File: src/sv/aisds_pkg.sv
package aisds_pkg;

  localparam int SAMPLE_W      = 10;
  localparam int OUT_W         = 16;
  localparam int CFG_IDX_W     = 3;
  localparam int CFG_DATA_W    = 16;
  localparam int IN_TDATA_W    = 16;

  localparam int AVG_SHIFT     = 3;
  localparam int AVG_COUNT     = 1 << AVG_SHIFT;
  localparam int SUM_W         = SAMPLE_W + AVG_SHIFT;

  localparam int SPAN_W        = SAMPLE_W + 1;
  localparam int OSPAN_X_W     = OUT_W + 1;
  localparam int PROD_W        = SPAN_W + OSPAN_X_W;
  localparam int MAG_W         = 26;
  localparam int BITS_PER_STEP = 2;
  localparam int DIV_STEPS     = MAG_W / BITS_PER_STEP;
  localparam int CNT_W         = $clog2(DIV_STEPS);

  localparam logic [SAMPLE_W-1:0] SAMPLE_MAX = 10'd1023;
  localparam logic [SAMPLE_W-1:0] ZERO_FLOOR = 10'd5;

  localparam logic [MAG_W-1:0] SAT_POS_MAG = 26'd32767;
  localparam logic [MAG_W-1:0] SAT_NEG_MAG = 26'd32768;
  localparam logic [OUT_W-1:0] SAT_POS     = 16'h7fff;
  localparam logic [OUT_W-1:0] SAT_NEG     = 16'h8000;

  localparam logic [CFG_IDX_W-1:0] REG_SPAN_LOW      = 3'd0;
  localparam logic [CFG_IDX_W-1:0] REG_SPAN_HIGH     = 3'd1;
  localparam logic [CFG_IDX_W-1:0] REG_OUT_SPAN      = 3'd2;
  localparam logic [CFG_IDX_W-1:0] REG_INVERT_INPUT  = 3'd3;
  localparam logic [CFG_IDX_W-1:0] REG_CHANGE_MARGIN = 3'd4;

  localparam logic [SAMPLE_W-1:0] SPAN_LOW_RST      = 10'd0;
  localparam logic [SAMPLE_W-1:0] SPAN_HIGH_RST     = 10'd1023;
  localparam logic [OUT_W-1:0]    OUT_SPAN_RST      = 16'd127;
  localparam logic [SAMPLE_W-1:0] CHANGE_MARGIN_RST = 10'd2;

  typedef enum logic [2:0] {
    ST_IDLE,
    ST_AVG,
    ST_MUL,
    ST_PREP,
    ST_DIV,
    ST_SAT,
    ST_OUT
  } state_t;

  typedef struct packed {
    logic load_in;
    logic step_avg;
    logic step_mul;
    logic div_init;
    logic div_step;
    logic sat;
    logic out_load;
  } cmd_t;

  typedef struct packed {
    logic changed;
    logic need_div;
  } status_t;

endpackage

File: src/sv/aisds_ctrl.sv
module aisds_ctrl
  import aisds_pkg::*;
(
  input  logic    clk,
  input  logic    rst_n,
  input  logic    in_tvalid,
  output logic    in_tready,
  output logic    out_tvalid,
  input  logic    out_tready,
  input  status_t status,
  output cmd_t    cmd
);

  state_t           state_r, state_nxt;
  logic [CNT_W-1:0] cnt_r, cnt_nxt;
  logic             out_valid_r, out_valid_nxt;
  logic             out_free;

  assign out_free   = !out_valid_r || out_tready;
  assign out_tvalid = out_valid_r;
  assign in_tready  = (state_r == ST_IDLE);

  always_ff @(posedge clk) begin
    if (!rst_n) begin
      state_r     <= ST_IDLE;
      cnt_r       <= '0;
      out_valid_r <= 1'b0;
    end else begin
      state_r     <= state_nxt;
      cnt_r       <= cnt_nxt;
      out_valid_r <= out_valid_nxt;
    end
  end

  always_comb begin
    state_nxt     = state_r;
    cnt_nxt       = cnt_r;
    out_valid_nxt = out_valid_r && !out_tready;
    cmd           = '0;
    unique case (state_r)
      ST_IDLE: begin
        if (in_tvalid) begin
          cmd.load_in = 1'b1;
          state_nxt   = ST_AVG;
        end
      end
      ST_AVG: begin
        cmd.step_avg = 1'b1;
        state_nxt    = status.changed ? ST_MUL : ST_OUT;
      end
      ST_MUL: begin
        cmd.step_mul = 1'b1;
        state_nxt    = status.need_div ? ST_PREP : ST_OUT;
      end
      ST_PREP: begin
        cmd.div_init = 1'b1;
        cnt_nxt      = CNT_W'(DIV_STEPS - 1);
        state_nxt    = ST_DIV;
      end
      ST_DIV: begin
        cmd.div_step = 1'b1;
        cnt_nxt      = cnt_r - 1'b1;
        if (cnt_r == '0) begin
          state_nxt = ST_SAT;
        end
      end
      ST_SAT: begin
        cmd.sat   = 1'b1;
        state_nxt = ST_OUT;
      end
      ST_OUT: begin
        if (out_free) begin
          cmd.out_load  = 1'b1;
          out_valid_nxt = 1'b1;
          state_nxt     = ST_IDLE;
        end
      end
      default: begin
        state_nxt = ST_IDLE;
      end
    endcase
  end

endmodule

File: src/sv/aisds_dp.sv
module aisds_dp
  import aisds_pkg::*;
(
  input  logic                  clk,
  input  logic                  rst_n,
  input  logic                  cfg_valid,
  input  logic [CFG_IDX_W-1:0]  cfg_index,
  input  logic [CFG_DATA_W-1:0] cfg_data,
  input  logic [SAMPLE_W-1:0]   sample,
  input  cmd_t                  cmd,
  output status_t               status,
  output logic                  out_changed,
  output logic [OUT_W-1:0]      out_scaled
);

  logic [SAMPLE_W-1:0] span_low_r, span_high_r, margin_r;
  logic [OUT_W-1:0]    out_span_r;
  logic                invert_r;

  logic [SAMPLE_W-1:0] s_r;
  logic [SAMPLE_W-1:0] avg_r, rep_r;
  logic [OUT_W-1:0]    held_r;
  logic                chg_r;

  logic signed [PROD_W-1:0] prod_r;
  logic                     span_neg_r;
  logic [SAMPLE_W-1:0]      dvs_r;
  logic [SAMPLE_W-1:0]      rem_r, rem_nxt;
  logic [MAG_W-1:0]         dvd_r, dvd_nxt;
  logic                     neg_r;
  logic [OUT_W-1:0]         out_scaled_r;
  logic                     out_changed_r;

  logic [SUM_W-1:0]          avg_sum;
  logic [SAMPLE_W-1:0]       avg_calc;
  logic signed [SAMPLE_W+1:0] db_diff, db_thr;
  logic                      changed;

  logic signed [SPAN_W-1:0]    span, avg_off;
  logic signed [OSPAN_X_W-1:0] span_x, ospan_x;
  logic                        pass, zero_span;
  logic signed [PROD_W-1:0]    prod;
  logic [PROD_W-1:0]           prod_abs;
  logic [SPAN_W-1:0]           span_abs;

  // config registers
  always_ff @(posedge clk) begin
    if (!rst_n) begin
      span_low_r  <= SPAN_LOW_RST;
      span_high_r <= SPAN_HIGH_RST;
      out_span_r  <= OUT_SPAN_RST;
      invert_r    <= 1'b0;
      margin_r    <= CHANGE_MARGIN_RST;
    end else if (cfg_valid) begin
      unique case (cfg_index)
        REG_SPAN_LOW:      span_low_r  <= cfg_data[SAMPLE_W-1:0];
        REG_SPAN_HIGH:     span_high_r <= cfg_data[SAMPLE_W-1:0];
        REG_OUT_SPAN:      out_span_r  <= cfg_data[OUT_W-1:0];
        REG_INVERT_INPUT:  invert_r    <= cfg_data[0];
        REG_CHANGE_MARGIN: margin_r    <= cfg_data[SAMPLE_W-1:0];
        default: ;
      endcase
    end
  end

  // smoothing and deadband
  assign avg_sum  = SUM_W'(avg_r) * SUM_W'(AVG_COUNT - 1) + SUM_W'(s_r);
  assign avg_calc = avg_sum[SUM_W-1:AVG_SHIFT];
  assign db_diff  = $signed({2'b00, avg_calc}) - $signed({2'b00, rep_r});
  assign db_thr   = $signed({2'b00, margin_r});
  assign changed  = (db_diff > db_thr) || (db_diff < -db_thr);

  // rescale setup
  assign span      = $signed({1'b0, span_high_r}) - $signed({1'b0, span_low_r});
  assign span_x    = OSPAN_X_W'(span);
  assign ospan_x   = $signed({1'b0, out_span_r});
  assign pass      = (span_x == ospan_x);
  assign zero_span = (span == '0);
  assign avg_off   = $signed({1'b0, avg_r}) - $signed({1'b0, span_low_r});
  assign prod      = avg_off * ospan_x;
  assign prod_abs  = prod_r[PROD_W-1] ? PROD_W'(-prod_r) : PROD_W'(prod_r);
  assign span_abs  = span[SPAN_W-1] ? SPAN_W'(-span) : SPAN_W'(span);

  assign status.changed  = changed;
  assign status.need_div = !pass && !zero_span;

  // restoring divide, two quotient bits per cycle
  always_comb begin
    logic [SAMPLE_W:0] part;
    logic              ge;
    rem_nxt = rem_r;
    dvd_nxt = dvd_r;
    for (int i = 0; i < BITS_PER_STEP; i++) begin
      part    = {rem_nxt, dvd_nxt[MAG_W-1]};
      ge      = (part >= {1'b0, dvs_r});
      if (ge) begin
        part = part - {1'b0, dvs_r};
      end
      rem_nxt = part[SAMPLE_W-1:0];
      dvd_nxt = {dvd_nxt[MAG_W-2:0], ge};
    end
  end

  always_ff @(posedge clk) begin
    if (!rst_n) begin
      avg_r  <= '0;
      rep_r  <= '0;
      held_r <= '0;
    end else begin
      if (cmd.step_avg) begin
        if (changed) begin
          rep_r <= avg_calc;
          avg_r <= (avg_calc <= ZERO_FLOOR) ? '0 : avg_calc;
        end else begin
          avg_r <= avg_calc;
        end
      end
      if (cmd.step_mul) begin
        if (pass) begin
          held_r <= OUT_W'(avg_r);
        end else if (zero_span) begin
          held_r <= '0;
        end
      end
      if (cmd.sat) begin
        if (!neg_r) begin
          held_r <= (dvd_r > SAT_POS_MAG) ? SAT_POS : dvd_r[OUT_W-1:0];
        end else begin
          held_r <= (dvd_r > SAT_NEG_MAG) ? SAT_NEG : OUT_W'(-dvd_r[OUT_W-1:0]);
        end
      end
    end
  end

  always_ff @(posedge clk) begin
    if (cmd.load_in) begin
      s_r <= invert_r ? (SAMPLE_MAX - sample) : sample;
    end
    if (cmd.step_avg) begin
      chg_r <= changed;
    end
    if (cmd.step_mul) begin
      prod_r     <= prod;
      span_neg_r <= span[SPAN_W-1];
      dvs_r      <= span_abs[SAMPLE_W-1:0];
    end
    if (cmd.div_init) begin
      dvd_r <= prod_abs[MAG_W-1:0];
      rem_r <= '0;
      neg_r <= prod_r[PROD_W-1] ^ span_neg_r;
    end
    if (cmd.div_step) begin
      dvd_r <= dvd_nxt;
      rem_r <= rem_nxt;
    end
    if (cmd.out_load) begin
      out_changed_r <= chg_r;
      out_scaled_r  <= held_r;
    end
  end

  assign out_changed = out_changed_r;
  assign out_scaled  = out_scaled_r;

endmodule

File: src/sv/analog_input_smooth_deadband_scale.sv
// each accepted input is averaged, then sent straight out when the deadband
// holds, set directly when it is a pass-through or zero span, or else divided
// by the radix-4 divider; no new item is taken until its result is output
// an output waiting on out_tready stalls the next item only at its result stage
// reset: synchronous active-low rst_n clears average, reference, held value
// and loads register defaults
module analog_input_smooth_deadband_scale
  import aisds_pkg::*;
(
  input  logic                  clk,
  input  logic                  rst_n,
  input  logic                  in_tvalid,
  output logic                  in_tready,
  input  logic [IN_TDATA_W-1:0] in_tdata,   // [9:0] sample, [15:10] zero
  output logic                  out_tvalid,
  input  logic                  out_tready,
  output logic [OUT_W-1:0]      out_tdata,  // [15:0] scaled_value
  output logic                  out_tuser,  // [0] changed
  input  logic                  cfg_valid,
  output logic                  cfg_ready,
  input  logic [CFG_IDX_W-1:0]  cfg_index,
  input  logic [CFG_DATA_W-1:0] cfg_data
);

  cmd_t    cmd;
  status_t status;

  assign cfg_ready = 1'b1;

  aisds_ctrl u_ctrl (
    .clk        (clk),
    .rst_n      (rst_n),
    .in_tvalid  (in_tvalid),
    .in_tready  (in_tready),
    .out_tvalid (out_tvalid),
    .out_tready (out_tready),
    .status     (status),
    .cmd        (cmd)
  );

  aisds_dp u_dp (
    .clk         (clk),
    .rst_n       (rst_n),
    .cfg_valid   (cfg_valid),
    .cfg_index   (cfg_index),
    .cfg_data    (cfg_data),
    .sample      (in_tdata[SAMPLE_W-1:0]),
    .cmd         (cmd),
    .status      (status),
    .out_changed (out_tuser),
    .out_scaled  (out_tdata)
  );

endmodule

File: config.mk
export PLATFORM = sky130hd
export DESIGN_NAME = analog_input_smooth_deadband_scale
export DESIGN_NICKNAME = d
export VERILOG_FILES = /design/src/sv/aisds_pkg.sv /design/src/sv/aisds_ctrl.sv /design/src/sv/aisds_dp.sv /design/src/sv/analog_input_smooth_deadband_scale.sv
export SDC_FILE = /design/constraint.sdc
export NUM_CORES = 1
export LEC_CHECK = 0
export ABC_AREA = 1
export BUFFER_PORTS_ARGS = -buffer_cell sky130_fd_sc_hd__buf_2
export CAP_MARGIN = 20
export CORE_UTILIZATION = 70
export CTS_BUF_LIST = sky130_fd_sc_hd__clkbuf_2
export DETAILED_ROUTE_END_ITERATION = 6
export GPL_ROUTABILITY_DRIVEN = 0
export PLACE_DENSITY = 0.88
export SYNTH_ARGS = -nofsm -noshare
export SYNTH_HDL_FRONTEND = slang
export SYNTH_SLANG_ARGS = --single-unit
File: constraint.sdc
create_clock -name clk -period 12.4 [get_ports clk]
set_input_delay 1.86 -clock clk [delete_from_list [all_inputs] [get_ports clk]]
set_output_delay 1.86 -clock clk [all_outputs]
set_load 0.01 [all_outputs]
==> flow_summary.ini <==
[floorplanning]
row_count = 59
io_pins = 60
start_util_pct = 71.5
dieArea_um2 = 27300
core_area_um2 = 26100
die_x_um = 165
die_y_um = 165

[grt]
grt_use_total_pct = 35.1
top_usage_layer = met2
grt_util_met1_pct = 44.7
grt_max_degree = 67
antenna_found_initial = 1
grtUsageMet2_pct = 59.5
grt_pass1_wl_um = 74900
overflow = 0
first_global_vias = 15801
grt_use_met3_pct = 5.67

[logic_synthesis]
synth_top_family_by_area = adder cells
yosysUniqueCellTypes = 56
synth.top_cells.by_area = edfxtp_1 (17%), fa_1 (16%), ha_1 (12%), dfxtp_1 (9.8%), nand2_1 (8.9%)
syn_inst = 2357
ys_ff_latch = 194
async_flop_share_pct = 0
synth_edf_count = 103
seq_area_frac_synth_pct = 26.4
syn_area_per_cell_um2 = 7.90
synthAdderAreaFrac_pct = 27.5
synth-compound-area-share_pct = 9.90
synthSimpleGateAreaFrac_pct = 20.9
yosysTopAreaCellShare_pct = 16.6
synthesis.nets = 2717
muxShareOfSynthArea_pct = 0
yosys_warnings = 0
synth_top_area_cell = edfxtp_1
synthesis.area_um2 = 18600
yosys_most_used_dff = edfxtp_1
synthXorXnorAreaFrac_pct = 5.03

[setup_path]
critical-path-slowest-cell = dfxtp_1
crit_path_max_incr_delay_ns = 0.71
crit_path_frequent_cell = nand2_1
critPathKind = register to register
crit_arrival_ns = 8.61
rrSetupSlack_ns = 4.38
end_kind = register
path_buf_inv = 5
critPathTopFamily = adder cells
cp.required_ns = 12.99
cp_max_fo = 12
cp-start-kind = register
worst-path-stages = 32
reg2regPathDepth = 32

[timing]
slew-limit-headroom_pct = 33.4
rsz0062_at_grt = false
setup_viol = 0
fin_crit_sh_pct = 64.7
fin_tns_setup_ns = 0
fin_skew_ns = 0.0902
hold_violations = 0
max_freq_ghz = 0.125
period_minus_slack_ns = 8.02
finalMaxSlewViolations = 0
worst_slew_pin_slew_ns = 0.994

[routing]
routed_wl_um = 44900
final_antenna_net_count = 0
viasPerCell = 5.83
firstDrtPassIters = 6
vias = 15927
wire_per_inst_um = 16.5
drc = 0
drt-initial-drc-count = 1563

[placed_design]
dp_hpwl_um = 36000
dp_cells = 2697
portBuffers = 52
placed_cell_area_um2 = 19200

[clock_tree]
cts_max_level = 4
cts_hold_buf = 0
cts_made_buffers = 17
cts_sinks = 194
post_cts_buffers = 0
clkTransAtPathRegs_ns = 0.36
cts_tree = done
root_buffer = clkbuf_2
clock_latency_ns = 0.84
cts-resized-gates = 0
clock_path_buffers = 2

[status]
outcome = completed

[final_layout]
fin_nets = 2741
drive_gt1_share_pct = 6.64
areaGrowthSynthToFinish_pct = 4.40
finalNonFillerCells = 2730
design_area_um2 = 19400

[flow_run]
cap_violations = 0

[hold_path]
hp-class = register to register
min_path_cells = 0
cell usage in the layout (no fill, tap or decap), types with 8 or more instances in the layout:
cell / Yosys / layout
nor3_1: 22 / 22
clkinv_1: 6 / 8
o21ai_0: 126 / 125
edfxtp_1: 103 / 103
nand3_1: 131 / 131
ha_1: 172 / 172
a21oi_1: 145 / 145
nand3b_1: 9 / 9
o211ai_1: 14 / 14
buf_2: 5 / 52
nor2_1: 200 / 199
inv_1: 437 / 437
nand2_2: 16 / 16
or2_2: 15 / 15
xor2_1: 76 / 76
inv_2: 8 / 8
dfxtp_1: 91 / 91
xnor2_1: 31 / 30
nand2_1: 443 / 443
clkbuf_2: 0 / 17
nand4_1: 27 / 27
o31ai_1: 10 / 10
fa_1: 148 / 148
logic make-up after synthesis:
| logic type | after synthesis |
|---|---|
| AO/OA/AOI/OAI | 334 |
| XOR/XNOR | 107 |
| adder cells (fa/ha/maj) | 320 |
| buffers and inverters | 506 |
| flip-flops | 194 |
| other | 1 |
| AND/OR/NAND/NOR | 895 |
final timing paths:
check | startpoint | end
worst max-delay path | u_dp.avg_r[0]$_SDFFE_PN0P_ | u_dp.prod_r[19]$_DFFE_PP_
worst min register to register | u_dp.held_r[15]$_SDFFE_PN0P_ | u_dp.out_scaled[15]$_DFFE_PP_
worst max register to register | u_dp.avg_r[0]$_SDFFE_PN0P_ | u_dp.prod_r[19]$_DFFE_PP_
worst min-delay path | u_dp.held_r[15]$_SDFFE_PN0P_ | u_dp.out_scaled[15]$_DFFE_PP_
synthesized netlist by cell type, types with 31 or more instances:
cell type and number:
nand2_1 443, fa_1 148, clkbuf_1 43, xnor2_1 31
edfxtp_1 103, nor2_1 200, inv_1 437, nand3_1 131
xor2_1 76, a21oi_1 145, ha_1 172, dfxtp_1 91
o21ai_0 126
per-layer routing:
metal	vias up	part of all wire [%]
met2	750	48
met3	156	8.7
met4	0	3.5
li1	7572	-
met5	-	0
met1	7449	40
registers in the layout, summed over array words and instances, names as in the netlist, 16 cells and up:
| signal | flops |
|---|---|
| u_dp.held_r | 16 |
| u_dp.out_span_r | 16 |
| u_dp.dvd_r | 26 |
| u_dp.prod_r | 27 |
| u_dp.out_scaled | 16 |
final cells by class:
cell class	instances	area, um^2
clock inverters	15	188
clock buffers	17	85.1
fillers	1897	6610
inverters	452	1700
diodes	1	2.50
repair buffers	59	325
flip-flops and latches	194	4910
multi-input cells	1657	11800
well taps	335	419
stage by stage:
stage	utilization (%)	setup WS (ns)	hold slack (ns)
floorplan	-	5.88	0.400
global placement	73.5	4.88	0.407
detailed placement	73.6	4.67	0.410
CTS	74.6	4.53	0.474
global route	74.6	3.92	0.474
finish	74.6	4.38	0.477
worst reg2reg max path: cells and delay by family (launching register included):
kind	cells	cell delay, ns
AOI/OAI and AO/OA	6	1.24
xor gates and xnor gates	1	0.16
adders and majority gates	8	3.39
buffers and inverters	5	0.69
DFF	1	0.71
and+or+nand+nor	12	1.55
Power is left out: the tool's default activity adds up to more than one toggle a clock period on the data nets, which glitch-free logic cannot reach.
